File: config.mk
export PLATFORM = sky130hd
export DESIGN_NAME = grep_line_field_splitter
export DESIGN_NICKNAME = d
export VERILOG_FILES = /design/src/rtl/glfs_pkg.sv /design/src/rtl/glfs_front.sv /design/src/rtl/glfs_fifo.sv /design/src/rtl/glfs_back.sv /design/src/rtl/grep_line_field_splitter.sv
export VERILOG_INCLUDE_DIRS = /design/src /design/src/rtl
export SDC_FILE = /design/constraint.sdc
export NUM_CORES = 1
export LEC_CHECK = 0
export BUFFER_PORTS_ARGS = -buffer_cell sky130_fd_sc_hd__clkbuf_2
export CAP_MARGIN = 10
export CORE_MARGIN = 1
export CORE_UTILIZATION = 50
export CTS_CLUSTER_DIAMETER = 80
export DETAILED_ROUTE_END_ITERATION = 12
export PLACE_DENSITY_LB_ADDON = 0.2
export SKIP_CTS_REPAIR_TIMING = 1
export SLEW_MARGIN = 5
export SYNTH_ARGS = -nofsm -noshare
export SYNTH_HDL_FRONTEND = slang
export SYNTH_SLANG_ARGS = --single-unit
File: constraint.sdc
create_clock -name clk -period 26.4 [get_ports clk]
set_clock_uncertainty 0.05 [all_clocks]
set_input_delay 1.32 -clock clk [delete_from_list [all_inputs] [get_ports clk]]
set_output_delay 1.32 -clock clk [all_outputs]
set_load 0.005 [all_outputs]
File: src/rtl/grep_line_field_splitter_defines.svh
// Assertion macros for the text record field splitter.
`ifndef GREP_LINE_FIELD_SPLITTER_DEFINES_SVH
`define GREP_LINE_FIELD_SPLITTER_DEFINES_SVH

// same-cycle implication, checked outside reset
`define GLFS_ASSERT_NOW(label, ante, cons, msg) \
  label: assert property (@(posedge clk) disable iff (rst) (ante) |-> (cons)) \
    else $error(msg);

// next-cycle implication, checked outside reset
`define GLFS_ASSERT_NEXT(label, ante, cons, msg) \
  label: assert property (@(posedge clk) disable iff (rst) (ante) |=> (cons)) \
    else $error(msg);

`endif

File: src/rtl/glfs_pkg.sv
// Shared constants and types for the text record field splitter.
package glfs_pkg;

  localparam int BYTE_BITS = 8;
  localparam int OUT_BITS  = 32;

  localparam logic [BYTE_BITS-1:0] CH_COLON = 8'h3A;
  localparam logic [BYTE_BITS-1:0] CH_LF    = 8'h0A;
  localparam logic [BYTE_BITS-1:0] CH_CR    = 8'h0D;

  localparam logic STATUS_OK  = 1'b0;
  localparam logic STATUS_BAD = 1'b1;

  typedef struct packed {
    logic full;
    logic empty;
  } fifo_stat_t;

endpackage

File: src/rtl/glfs_front.sv
// Front end: byte classifier and field boundary tracker.
module glfs_front import glfs_pkg::*; #(
  parameter int POS_BITS = 32
) (
  input  logic                 clk,
  input  logic                 rst,
  input  logic                 in_take,
  input  logic [BYTE_BITS-1:0] text_byte,
  output logic                 rec_push,
  output logic                 rec_bad,
  output logic [POS_BITS-1:0]  rec_start,
  output logic [POS_BITS-1:0]  rec_colon1,
  output logic [POS_BITS-1:0]  rec_colon2,
  output logic [POS_BITS-1:0]  rec_term
);

  typedef enum logic [5:0] {
    MODE_SKIP      = 6'b000001,
    MODE_PATH_OFF1 = 6'b000010,
    MODE_PATH      = 6'b000100,
    MODE_LINE      = 6'b001000,
    MODE_MATCH     = 6'b010000,
    MODE_HALT      = 6'b100000
  } mode_t;

  mode_t               mode, mode_next;
  logic [POS_BITS-1:0] pos, start, colon1, colon2;
  logic [POS_BITS-1:0] start_next, colon1_next, colon2_next;
  logic                is_nl, is_colon, term_hit;
  logic [POS_BITS-1:0] colon1_inc, colon2_inc;

  assign is_nl      = (text_byte == CH_CR) || (text_byte == CH_LF);
  assign is_colon   = (text_byte == CH_COLON);
  assign colon1_inc = colon1 + POS_BITS'(1);
  assign colon2_inc = colon2 + POS_BITS'(1);
  assign term_hit   = (mode == MODE_MATCH) && is_nl;

  always_comb begin
    mode_next   = mode;
    start_next  = start;
    colon1_next = colon1;
    colon2_next = colon2;
    unique case (mode)
      MODE_SKIP: begin
        if (!is_nl) begin
          start_next = pos;
          if (is_colon) begin
            colon1_next = pos;
            mode_next   = MODE_LINE;
          end else begin
            mode_next = MODE_PATH_OFF1;
          end
        end
      end
      // drive letter separator position: any byte passes
      MODE_PATH_OFF1: mode_next = MODE_PATH;
      MODE_PATH: begin
        if (is_colon) begin
          colon1_next = pos;
          mode_next   = MODE_LINE;
        end
      end
      MODE_LINE: begin
        if (is_colon) begin
          colon2_next = pos;
          mode_next   = MODE_MATCH;
        end
      end
      MODE_MATCH: begin
        if (is_nl) begin
          mode_next = rec_bad ? MODE_HALT : MODE_SKIP;
        end
      end
      MODE_HALT: mode_next = MODE_HALT;
      default:   mode_next = MODE_HALT;
    endcase
  end

  always_ff @(posedge clk) begin
    if (rst) begin
      mode   <= MODE_SKIP;
      pos    <= '0;
      start  <= '0;
      colon1 <= '0;
      colon2 <= '0;
    end else if (in_take) begin
      mode   <= mode_next;
      pos    <= pos + POS_BITS'(1);
      start  <= start_next;
      colon1 <= colon1_next;
      colon2 <= colon2_next;
    end
  end

  // any empty field marks the line malformed
  assign rec_bad    = (colon1 == start) || (colon2 == colon1_inc) || (pos == colon2_inc);
  assign rec_push   = in_take && term_hit;
  assign rec_start  = start;
  assign rec_colon1 = colon1;
  assign rec_colon2 = colon2;
  assign rec_term   = pos;

endmodule

File: src/rtl/glfs_fifo.sv
// Short record queue between the front end and the result stage.
module glfs_fifo import glfs_pkg::*; #(
  parameter int WIDTH = 129,
  parameter int DEPTH = 2
) (
  input  logic             clk,
  input  logic             rst,
  input  logic             push,
  input  logic [WIDTH-1:0] push_data,
  input  logic             pop,
  output logic [WIDTH-1:0] pop_data,
  output fifo_stat_t       stat
);

  localparam int IDX_BITS = (DEPTH > 1) ? $clog2(DEPTH) : 1;
  localparam int CNT_BITS = $clog2(DEPTH + 1);

  logic [WIDTH-1:0]    mem [DEPTH];
  logic [IDX_BITS-1:0] wr_ptr, rd_ptr;
  logic [CNT_BITS-1:0] count;
  logic                do_push, do_pop;

  assign stat.full  = (count == CNT_BITS'(DEPTH));
  assign stat.empty = (count == '0);
  assign do_push    = push && !stat.full;
  assign do_pop     = pop && !stat.empty;
  assign pop_data   = mem[rd_ptr];

  always_ff @(posedge clk) begin
    if (do_push) begin
      mem[wr_ptr] <= push_data;
    end
  end

  always_ff @(posedge clk) begin
    if (rst) begin
      wr_ptr <= '0;
      rd_ptr <= '0;
      count  <= '0;
    end else begin
      if (do_push) begin
        wr_ptr <= (wr_ptr == IDX_BITS'(DEPTH - 1)) ? '0 : wr_ptr + IDX_BITS'(1);
      end
      if (do_pop) begin
        rd_ptr <= (rd_ptr == IDX_BITS'(DEPTH - 1)) ? '0 : rd_ptr + IDX_BITS'(1);
      end
      if (do_push && !do_pop) begin
        count <= count + CNT_BITS'(1);
      end else if (do_pop && !do_push) begin
        count <= count - CNT_BITS'(1);
      end
    end
  end

endmodule

File: src/rtl/glfs_back.sv
// Result stage: expands queued records into offsets and holds the output word.
module glfs_back import glfs_pkg::*; #(
  parameter int POS_BITS = 32
) (
  input  logic                clk,
  input  logic                rst,
  input  fifo_stat_t          q_stat,
  input  logic                q_bad,
  input  logic [POS_BITS-1:0] q_start,
  input  logic [POS_BITS-1:0] q_colon1,
  input  logic [POS_BITS-1:0] q_colon2,
  input  logic [POS_BITS-1:0] q_term,
  output logic                q_pop,
  input  logic                pop,
  output logic                empty,
  output logic                status,
  output logic [OUT_BITS-1:0] path_first,
  output logic [OUT_BITS-1:0] path_end,
  output logic [OUT_BITS-1:0] linenum_first,
  output logic [OUT_BITS-1:0] linenum_end,
  output logic [OUT_BITS-1:0] match_first,
  output logic [OUT_BITS-1:0] match_end
);

  logic                out_valid;
  logic                load;
  logic [POS_BITS-1:0] colon1_inc, colon2_inc;

  assign colon1_inc = q_colon1 + POS_BITS'(1);
  assign colon2_inc = q_colon2 + POS_BITS'(1);

  // refill the output word when it is free or being taken this cycle
  assign load  = !q_stat.empty && (!out_valid || pop);
  assign q_pop = load;
  assign empty = !out_valid;

  always_ff @(posedge clk) begin
    if (rst) begin
      out_valid <= 1'b0;
    end else if (load) begin
      out_valid <= 1'b1;
    end else if (pop) begin
      out_valid <= 1'b0;
    end
  end

  always_ff @(posedge clk) begin
    if (load) begin
      if (q_bad) begin
        status        <= STATUS_BAD;
        path_first    <= '0;
        path_end      <= '0;
        linenum_first <= '0;
        linenum_end   <= '0;
        match_first   <= '0;
        match_end     <= '0;
      end else begin
        status        <= STATUS_OK;
        path_first    <= OUT_BITS'(q_start);
        path_end      <= OUT_BITS'(q_colon1);
        linenum_first <= OUT_BITS'(colon1_inc);
        linenum_end   <= OUT_BITS'(q_colon2);
        match_first   <= OUT_BITS'(colon2_inc);
        match_end     <= OUT_BITS'(q_term);
      end
    end
  end

endmodule

File: src/rtl/grep_line_field_splitter.sv
// Top level of the text record field splitter.
// Takes one byte of "path:line:match" text per cycle while full is low and reports the six
// field offsets of each record at its CR or LF terminator; a record with an empty field
// yields one malformed status word, after which all input is absorbed without result until
// reset. One byte can be pushed each clock while full is low; a result reaches the output
// through a two-entry record queue and the output register. full rises only when that
// queue is full, i.e. when two records wait behind a result that is not popped. Offsets are
// byte counts modulo 2^POS_BITS, presented on 32-bit ports.
`include "grep_line_field_splitter_defines.svh"

module grep_line_field_splitter import glfs_pkg::*; #(
  parameter int POS_BITS = 32
) (
  input  logic                 clk,
  input  logic                 rst,
  input  logic                 push,
  output logic                 full,
  input  logic [BYTE_BITS-1:0] text_byte,
  output logic                 empty,
  input  logic                 pop,
  output logic                 status,
  output logic [OUT_BITS-1:0]  path_first,
  output logic [OUT_BITS-1:0]  path_end,
  output logic [OUT_BITS-1:0]  linenum_first,
  output logic [OUT_BITS-1:0]  linenum_end,
  output logic [OUT_BITS-1:0]  match_first,
  output logic [OUT_BITS-1:0]  match_end
);

  localparam int REC_BITS = 1 + 4 * POS_BITS;
  localparam int Q_DEPTH  = 2;

  logic                in_take;
  logic                rec_push, rec_bad;
  logic [POS_BITS-1:0] rec_start, rec_colon1, rec_colon2, rec_term;
  logic [REC_BITS-1:0] q_wdata, q_rdata;
  logic                q_pop;
  fifo_stat_t          q_stat;
  logic                q_bad;
  logic [POS_BITS-1:0] q_start, q_colon1, q_colon2, q_term;
  logic                offsets_zero;

  assign full    = q_stat.full;
  assign in_take = push && !full;

  glfs_front #(.POS_BITS(POS_BITS)) u_front (
    .clk        (clk),
    .rst        (rst),
    .in_take    (in_take),
    .text_byte  (text_byte),
    .rec_push   (rec_push),
    .rec_bad    (rec_bad),
    .rec_start  (rec_start),
    .rec_colon1 (rec_colon1),
    .rec_colon2 (rec_colon2),
    .rec_term   (rec_term)
  );

  assign q_wdata = {rec_bad, rec_start, rec_colon1, rec_colon2, rec_term};

  glfs_fifo #(.WIDTH(REC_BITS), .DEPTH(Q_DEPTH)) u_fifo (
    .clk       (clk),
    .rst       (rst),
    .push      (rec_push),
    .push_data (q_wdata),
    .pop       (q_pop),
    .pop_data  (q_rdata),
    .stat      (q_stat)
  );

  assign {q_bad, q_start, q_colon1, q_colon2, q_term} = q_rdata;

  glfs_back #(.POS_BITS(POS_BITS)) u_back (
    .clk           (clk),
    .rst           (rst),
    .q_stat        (q_stat),
    .q_bad         (q_bad),
    .q_start       (q_start),
    .q_colon1      (q_colon1),
    .q_colon2      (q_colon2),
    .q_term        (q_term),
    .q_pop         (q_pop),
    .pop           (pop),
    .empty         (empty),
    .status        (status),
    .path_first    (path_first),
    .path_end      (path_end),
    .linenum_first (linenum_first),
    .linenum_end   (linenum_end),
    .match_first   (match_first),
    .match_end     (match_end)
  );

  assign offsets_zero = (path_first == '0) && (path_end == '0) &&
                        (linenum_first == '0) && (linenum_end == '0) &&
                        (match_first == '0) && (match_end == '0);

  `GLFS_ASSERT_NOW(a_no_push_full, rec_push, !q_stat.full, "record pushed into full queue")
  `GLFS_ASSERT_NEXT(a_halt_after_bad, rec_push && rec_bad, !rec_push, "record after bad line")
  `GLFS_ASSERT_NOW(a_bad_zero, !empty && status == STATUS_BAD, offsets_zero, "bad word offsets")

endmodule
==> results of run 1 <==
[report_power, final]
group          switching (mW)  leakage [nW]  internal (mW)  total (mW)
clock                   0.357         0.977          0.502       0.859
combinational          0.0948          3.77         0.0469       0.142
sequential             0.0166          5.80           1.05        1.07
total                   0.468          10.5           1.60        2.07
[cell type report]
| class | instances | area (µm²) |
|---|---|---|
| clock buffer | 64 | 1540 |
| clock inverter | 50 | 484 |
| fill | 4159 | 21400 |
| inverter | 26 | 105 |
| multi-input combinational | 1335 | 8420 |
| sequential | 591 | 16300 |
| tap | 672 | 841 |
| timing repair buffer | 224 | 1180 |
[how the worst min path moves through the flow]
| stage | from | endpoint | slack [ns] | depth (start not counted) |
|---|---|---|---|---|
| after floorplan | u_front.rec_colon2[2] | u_fifo.mem[0][34] | 0.37 | 0 |
| after global placement | u_fifo.count[1] | u_fifo.count[1] | 0.44 | 2 |
| after detailed placement | u_back.out_valid | u_back.out_valid | 0.45 | 2 |
| after CTS | u_back.out_valid | u_back.out_valid | 0.47 | 2 |
| after global routing | u_back.out_valid | u_back.out_valid | 0.48 | 2 |
| final | u_back.out_valid | u_back.out_valid | 0.46 | 2 |
[flip-flops by register name, summed over array words and instances, names as in the netlist, named ones only]
name,flops
u_fifo.mem,258
u_back.path_end,32
u_front.mode,6
u_back.match_end,32
u_back.path_first,32
u_fifo.count,2
u_fifo.rd_ptr,1
u_back.status,1
u_back.out_valid,1
u_front.rec_colon2,32
u_back.match_first,32
u_back.linenum_first,32
u_front.rec_start,32
u_front.rec_term,32
u_fifo.wr_ptr,1
u_front.rec_colon1,32
u_back.linenum_end,32
[metrics by stage]
stage / setup slack, ns / std cells
after floorplan: 11.02 / 2098
after global placement: 21.53 / 2847
after detailed placement: 21.38 / 2847
after CTS: 22.05 / 2961
after global routing: 21.71 / 2962
final: 22.05 / 2962
[per-layer routing]
| metal | global-route usage [%] | vias up | part of all wire [%] |
|---|---|---|---|
| li1 | - | 7794 | - |
| met1 | 31.8 | 8118 | 44 |
| met2 | 36.5 | 526 | 47 |
| met3 | 3.23 | 120 | 6.0 |
| met4 | 9.23 | 0 | 3.6 |
| met5 | 0 | - | 0 |
[cell usage after synthesis (5+ instances only)]
cell / instances / area, µm²
xnor2_1: 76 / 666
nand2_1: 189 / 709
o21ai_0: 20 / 100
or3_1: 14 / 87.6
a211oi_1: 10 / 75.1
clkbuf_1: 95 / 357
nand2b_1: 14 / 87.6
and2_1: 10 / 62.6
dfxtp_1: 140 / 2800
nor2b_1: 17 / 106
nand3_1: 54 / 270
buf_2: 26 / 130
a21oi_1: 100 / 500
nor4_1: 34 / 213
buf_6: 5 / 56.3
inv_1: 26 / 97.6
mux2i_1: 158 / 1580
or4_1: 14 / 105
edfxtp_1: 451 / 13500
a211o_1: 6 / 52.6
nand3b_1: 20 / 150
a31oi_1: 7 / 43.8
xor2_1: 121 / 1060
nor2_1: 295 / 1110
nor3_1: 34 / 170
clkbuf_2: 6 / 30.0
clkbuf_8: 6 / 82.6
and3_1: 12 / 75.1
ha_1: 6 / 75.1
nor3b_1: 5 / 37.5
nand4_1: 28 / 175
[worst max-delay path, delay by kind of cell]
kind,cells,cell delay [ns]
compound gates,1,0.04
buf+inv,2,0.93
simple gates,4,2.02
[cells by family after synthesis]
family / synth area share [%]
and+or+nand+nor: 14.7
adders and majority gates: 0.294
xor gates and xnor gates: 6.85
DFF: 64.0
buffers and inverters: 3.13
AOI/OAI and AO/OA: 4.64
muxes: 6.37
==> impl_summary.txt, run 1 <==
----------------------------------------------------
[Job]
  Max cap viols ... 0

[Die]
  Initial cell density of the core ... 50.8%
  Vertical die dimension ... 228 µm
  Ports placed on the boundary ... 207
  Core Area ... 50300 µm²
  Row Count ... 82
  Area of the die ... 52000 µm²
  Floorplan die width ... 228 µm

[STA]
  Final-report setup violation count ... 0
  Fin Hold WS ... 0.463 ns
  Post-route minimum period ... 4.35 ns
  Final critical-path share of the clock period ... 16.5%
  Final slew viol count ... 0
  Setup repair after global routing missed its margin ... false
  Maximum clock rate ... 0.230 GHz
  Max_slew headroom ... 31.1%
  Final total negative setup slack ... 0 ns
  Final hold violation count ... 0
  Slew of the pin with the lowest slew margin ... 1.03 ns

[Worst setup path]
  Reg-to-reg critical path endpoint ... u_back.match_first[31]
  Crit path max-delay cell type ... buf_4
  CP Cell Sequence ... clkbuf_2 > and3b_1 > a21oi_1 > or4_1 > nor3_1 > and2_4 > buf_4
  Crit Path Max Fanout ... 71
  Critical path start-end classification ... input port to register
  Critical Path Sink ... u_fifo.mem[1][26]
  Arr. time, crit path ... 4.54 ns
  Critical Path Sink Type ... register
  Critical path launch point type ... input port
  Largest incremental delay on the critical path ... 0.83 ns
  Launch point of the critical path ... text_byte[1]
  Reg2Reg Depth ... 10
  Required @ worst endpoint ... 26.59 ns
  Register-to-register setup slack ... 22.08 ns

[Layout]
  Highest-count cells in the layout ignoring fill and taps ... edfxtp_1 (451), nor2_1 (295), clkbuf_2 (205)
  Most frequent standard cell in the layout excluding fill and tap cells ... edfxtp_1
  Post-layout util ... 57.5%
  Number of antenna diodes ... 0
  Area delta synth->final ... 13.3%
  Layout cell share with drive strength beyond 1 ... 15.5%
  Layout Nets ... 2256
  Post-Layout Inst Area ... 28900 µm²

[Placement]
  Final weighted congestion in routability-driven placement ... 0.901
  Number of buffer cells added on primary ports ... 206
  Hpwl dp ... 40.5 mm
  Placed inst area ... 26900 µm²

[GRT]
  Number of antenna violations at the first check in global routing ... 0
  Vias in the first global route ... 15900
  Wire length of the first global-routing pass ... 92.5 mm
  Pin count of the biggest net entering global routing ... 126
  Sum of overflow across all layers after global routing ... 0
  Aggregate global-route resource usage ... 22.9%

[Clocking]
  CTS H-Tree Depth ... 2
  Worst-Skew Late Latency ... 0.64 ns
  Clock transition at the registers of the reported paths ... 0.06 ns
  TritonCTS clock tree ... yes
  Clock sink count ... 591
  TritonCTS buffer count ... 60
  Library cell used as clock root buffer ... clkbuf_16
  Longest Clk Path Bufs ... 3

[Yosys]
  Unique cell type count in the Yosys netlist ... 84
  Synthesized netlist net count ... 2116
  Sequential cell area fraction in the yosys report ... 64.0%
  Mapped cell area ... 25500 µm²
  Register bit count reported by yosys ... 591
  Warnings, synthesis ... 0
  Async set or reset register ratio after synthesis ... 0%
  Flip-flop cell with the highest count after synthesis ... edfxtp_1
  Average footprint of a synthesized cell ... 12.2 µm²
  Cells after Synth ... 2098
  Number of synthesized flops with an enable pin ... 451

[Power and ir drop]
  Pwr/cell area ... 71.5 nW/µm²
  Maximum vdd ir drop ... 0.0000560 V
  Pwr Total ... 2.07 mW
  Static Leakage ... 10.5 nW

[Detailed routing]
  Via Count ... 16600
  Mean number of vias per cell ... 5.59
  Post-detailed-routing wire length ... 59.9 mm
  # DRC ... 0
  Pre-Repair DR Iteration Count ... 7
  Average routed wire per standard cell ... 20.2 µm
  Iteration-0 DRC Markers ... 1493
  Detail Route Antenna Nets ... 0

[Run status]
  Status ... complete, no violations

[Worst hold path]
  Hold Path Class ... register to register

----------------------------------------------------
(Power assumes the default switching activity.)
==> run 2, diff against run 1 <==
Settings changed: ABC_AREA set to 1.
Clock period 26.4 ns to 4.3 ns, I/O delays scaled along.
==> run 2 against run 1 <==
  * Design area up 3.6%
  * The run now ends with hold timing left
  * Count of clock-buffer cells in the layout up 30
  * Global-route usage grew 1.3 points
  * Largest cell class unchanged
==> impl_summary.txt, run 2 <==
----------------------------------------------------
[Detailed routing]
  Pre-Repair DR Iteration Count ... 6
  Iteration-0 DRC Markers ... 1811
  Post-detailed-routing wire length ... 64.9 mm
  Via Count ... 18600
  Mean number of vias per cell ... 5.32
  Average routed wire per standard cell ... 18.5 µm
  # DRC ... 0
  Detail Route Antenna Nets ... 0

[GRT]
  Sum of overflow across all layers after global routing ... 0
  Vias in the first global route ... 17700
  Aggregate global-route resource usage ... 24.2%
  Wire length of the first global-routing pass ... 99.7 mm
  Pin count of the biggest net entering global routing ... 131
  Number of antenna violations at the first check in global routing ... 0

[Yosys]
  Flip-flop cell with the highest count after synthesis ... edfxtp_1
  Mapped cell area ... 26100 µm²
  Async set or reset register ratio after synthesis ... 0%
  Average footprint of a synthesized cell ... 10.2 µm²
  Synth area leaders ... edfxtp_1 (52%), dfxtp_1 (11%), nand2_1 (6.6%)
  Sequential cell area fraction in the yosys report ... 62.5%
  Cells after Synth ... 2559
  List of most frequent post-synthesis cells ... nand2_1 (462), edfxtp_1 (451), inv_1 (330), nor2_1 (306), o21ai_0 (179)
  Warnings, synthesis ... 0
  Leading cell type by number of instances after synthesis ... nand2_1
  Register bit count reported by yosys ... 591
  Synthesized netlist net count ... 2577
  Share of the synthesized area in the top cell type ... 51.8%
  Number of synthesized flops with an enable pin ... 451
  Unique cell type count in the Yosys netlist ... 53
  Area leader, netlist ... edfxtp_1

[Worst setup path]
  Arr. time, crit path ... 3.57 ns
  Critical path start-end classification ... register to register
  Critical Path Sink Type ... register
  Register-to-register setup slack ... 1.05 ns
  Reg-to-reg critical path endpoint ... u_back.linenum_first[30]
  Crit Path Max Fanout ... 78
  Reg2Reg Depth ... 12
  Required @ worst endpoint ... 4.62 ns
  Critical path launch point type ... register

[Worst hold path]
  Hold path start ... push
  Hold Path Class ... input port to register
  Hold Path End ... u_front.rec_term[0]
  Depth of the worst hold-timing path ... 3

[Placement]
  Number of buffer cells added on primary ports ... 206
  Hpwl dp ... 46.2 mm
  Final weighted congestion in routability-driven placement ... 0.967
  Placed Cells incl. Taps ... 3389

[Die]
  Core Area ... 51500 µm²
  Vertical die dimension ... 231 µm
  Initial cell density of the core ... 50.7%
  Row Count ... 83
  Floorplan die width ... 231 µm
  Ports placed on the boundary ... 207
  Area of the die ... 53200 µm²

[Clocking]
  Clock transition at the registers of the reported paths ... 0.06 ns
  Clock sink count ... 591
  CTS H-Tree Depth ... 2
  Worst-Skew Late Latency ... 0.62 ns
  TritonCTS buffer count ... 60
  TritonCTS clock tree ... yes
  Longest Clk Path Bufs ... 3
  Library cell used as clock root buffer ... clkbuf_16

[Layout]
  Area delta synth->final ... 14.7%
  Register with the highest flop count ... u_fifo.mem
  Final cell count without fillers ... 3503
  Fill count ... 4379
  Number of antenna diodes ... 0
  Layout cell share with drive strength beyond 1 ... 16.2%
  Most frequent standard cell in the layout excluding fill and tap cells ... nand2_1
  Total area of multi-input combinational cells ... 8200 µm²
  Highest-count cells in the layout ignoring fill and taps ... nand2_1 (461), edfxtp_1 (451), inv_1 (326)
  Sequential cell area in the final layout ... 16400 µm²
  Post-layout util ... 58.2%
  Layout Nets ... 2790
  Flip-flop count of the largest register after layout ... 258

[STA]
  Final slew viol count ... 0
  Setup repair after global routing missed its margin ... false
  Final critical-path share of the clock period ... 75.6%
  Max_slew headroom ... 35.3%
  Maximum clock rate ... 0.308 GHz
  Final hold violation count ... 1
  Fin Hold WS ... -0.0332 ns
  Post-route minimum period ... 3.25 ns
  Final-report setup violation count ... 0
  Slew of the pin with the lowest slew margin ... 0.970 ns

[Power and ir drop]
  Internal power ... 12.3 mW
  Clock Power Share ... 30.0%
  Sw Share ... 30.0%
  Share of total power in combinational logic ... 22.8%
  Power share of the sequential group ... 47.2%
  Static Leakage ... 11.7 nW
  Maximum vdd ir drop ... 0.000746 V
  Sw power ... 5.28 mW
  Pwr Total ... 17.6 mW
  Pwr/cell area ... 588 nW/µm²

[Run status]
  Violated checks ... hold timing
  Status ... complete, but fails checks

[Job]
  Max cap viols ... 0

----------------------------------------------------
-- run 2: critical path: stages (launching register included) --
cell      delay (ns)
dfxtp_4         0.65
buf_12          0.39
o21ai_0         0.25
nor2_1          0.21
nand2_2         0.12
nor3_4          0.29
nand4_2         0.22
nor2_2          0.19
nand4_2         0.16
nor2_1          0.17
nand3b_1        0.13
nand2_1         0.07
o21ai_1         0.06
-- run 2: cells by family (layout without fill, tap and decap cells) --
group | Yosys count | after routing | share of synthesized area (%)
and+or+nand+nor | 982 | 982 | 16.1
DFF | 591 | 591 | 62.5
buffers and inverters | 414 | 678 | 6.21
AOI/OAI and AO/OA | 374 | 374 | 7.62
xor gates and xnor gates | 99 | 99 | 3.32
muxes | 93 | 93 | 3.88
adders and majority gates | 6 | 6 | 0.287
-- run 2: worst max-delay path by stage --
stage                               endpoint  slack [ns]             from  cells after the start
detailed placement  u_back.linenum_first[30]        1.09         register                     12
CTS                 u_back.linenum_first[30]        1.06         register                     12
global route          u_back.match_first[30]        0.81         register                     13
global placement    u_back.linenum_first[30]        1.21         register                     12
floorplan                   u_fifo.mem[1][0]       -0.80  u_front.mode[2]                      7
finish              u_back.linenum_first[30]        1.05         register                     12
-- run 2: layout make-up --
type / instances / area share [%]
well taps: 680 / 2.84
inverters: 334 / 4.19
clock inverters: 19 / 0.718
repair buffers: 231 / 4.28
flip-flops and latches: 591 / 54.6
multi-input cells: 1554 / 27.4
clock buffers: 94 / 6.06
-- run 2: power by group through the flow --
| stage | Sequential [mW] | Combinational (mW) | Clock [mW] |
|---|---|---|---|
| 4_1_cts | 8.34 | 4.07 | 5.36 |
| 3_5_place_dp | 8.45 | 4.05 | 0 |
| 3_3_place_gp | 8.39 | 3.97 | 0 |
| 2_1_floorplan | 8.43 | 2.33 | 0 |
| 5_1_grt | 8.41 | 4.49 | 5.58 |
| 6_report | 8.31 | 4.02 | 5.28 |
-- run 2: metal layers --
| layer | routed length, µm | up-vias | share of wire [%] | track usage, % |
|---|---|---|---|---|
| li1 | - | 9001 | - | - |
| met1 | 28500 | 8891 | 44 | 33.2 |
| met2 | 30800 | 624 | 47 | 39.9 |
| met3 | 3680 | 111 | 5.7 | 3.22 |
| met4 | 1900 | 0 | 2.9 | 7.93 |
| met5 | 0 | - | 0 | 0 |
-- run 2: per-stage QoR --
step,TNS [ns],cell area [µm²],worst slack (ns)
2_1_floorplan,-205.82,26200,-0.802
3_3_place_gp,0,27900,1.21
3_5_place_dp,0,27900,1.09
4_1_cts,0,30000,1.06
5_1_grt,0,30000,0.808
6_report,0,30000,1.05
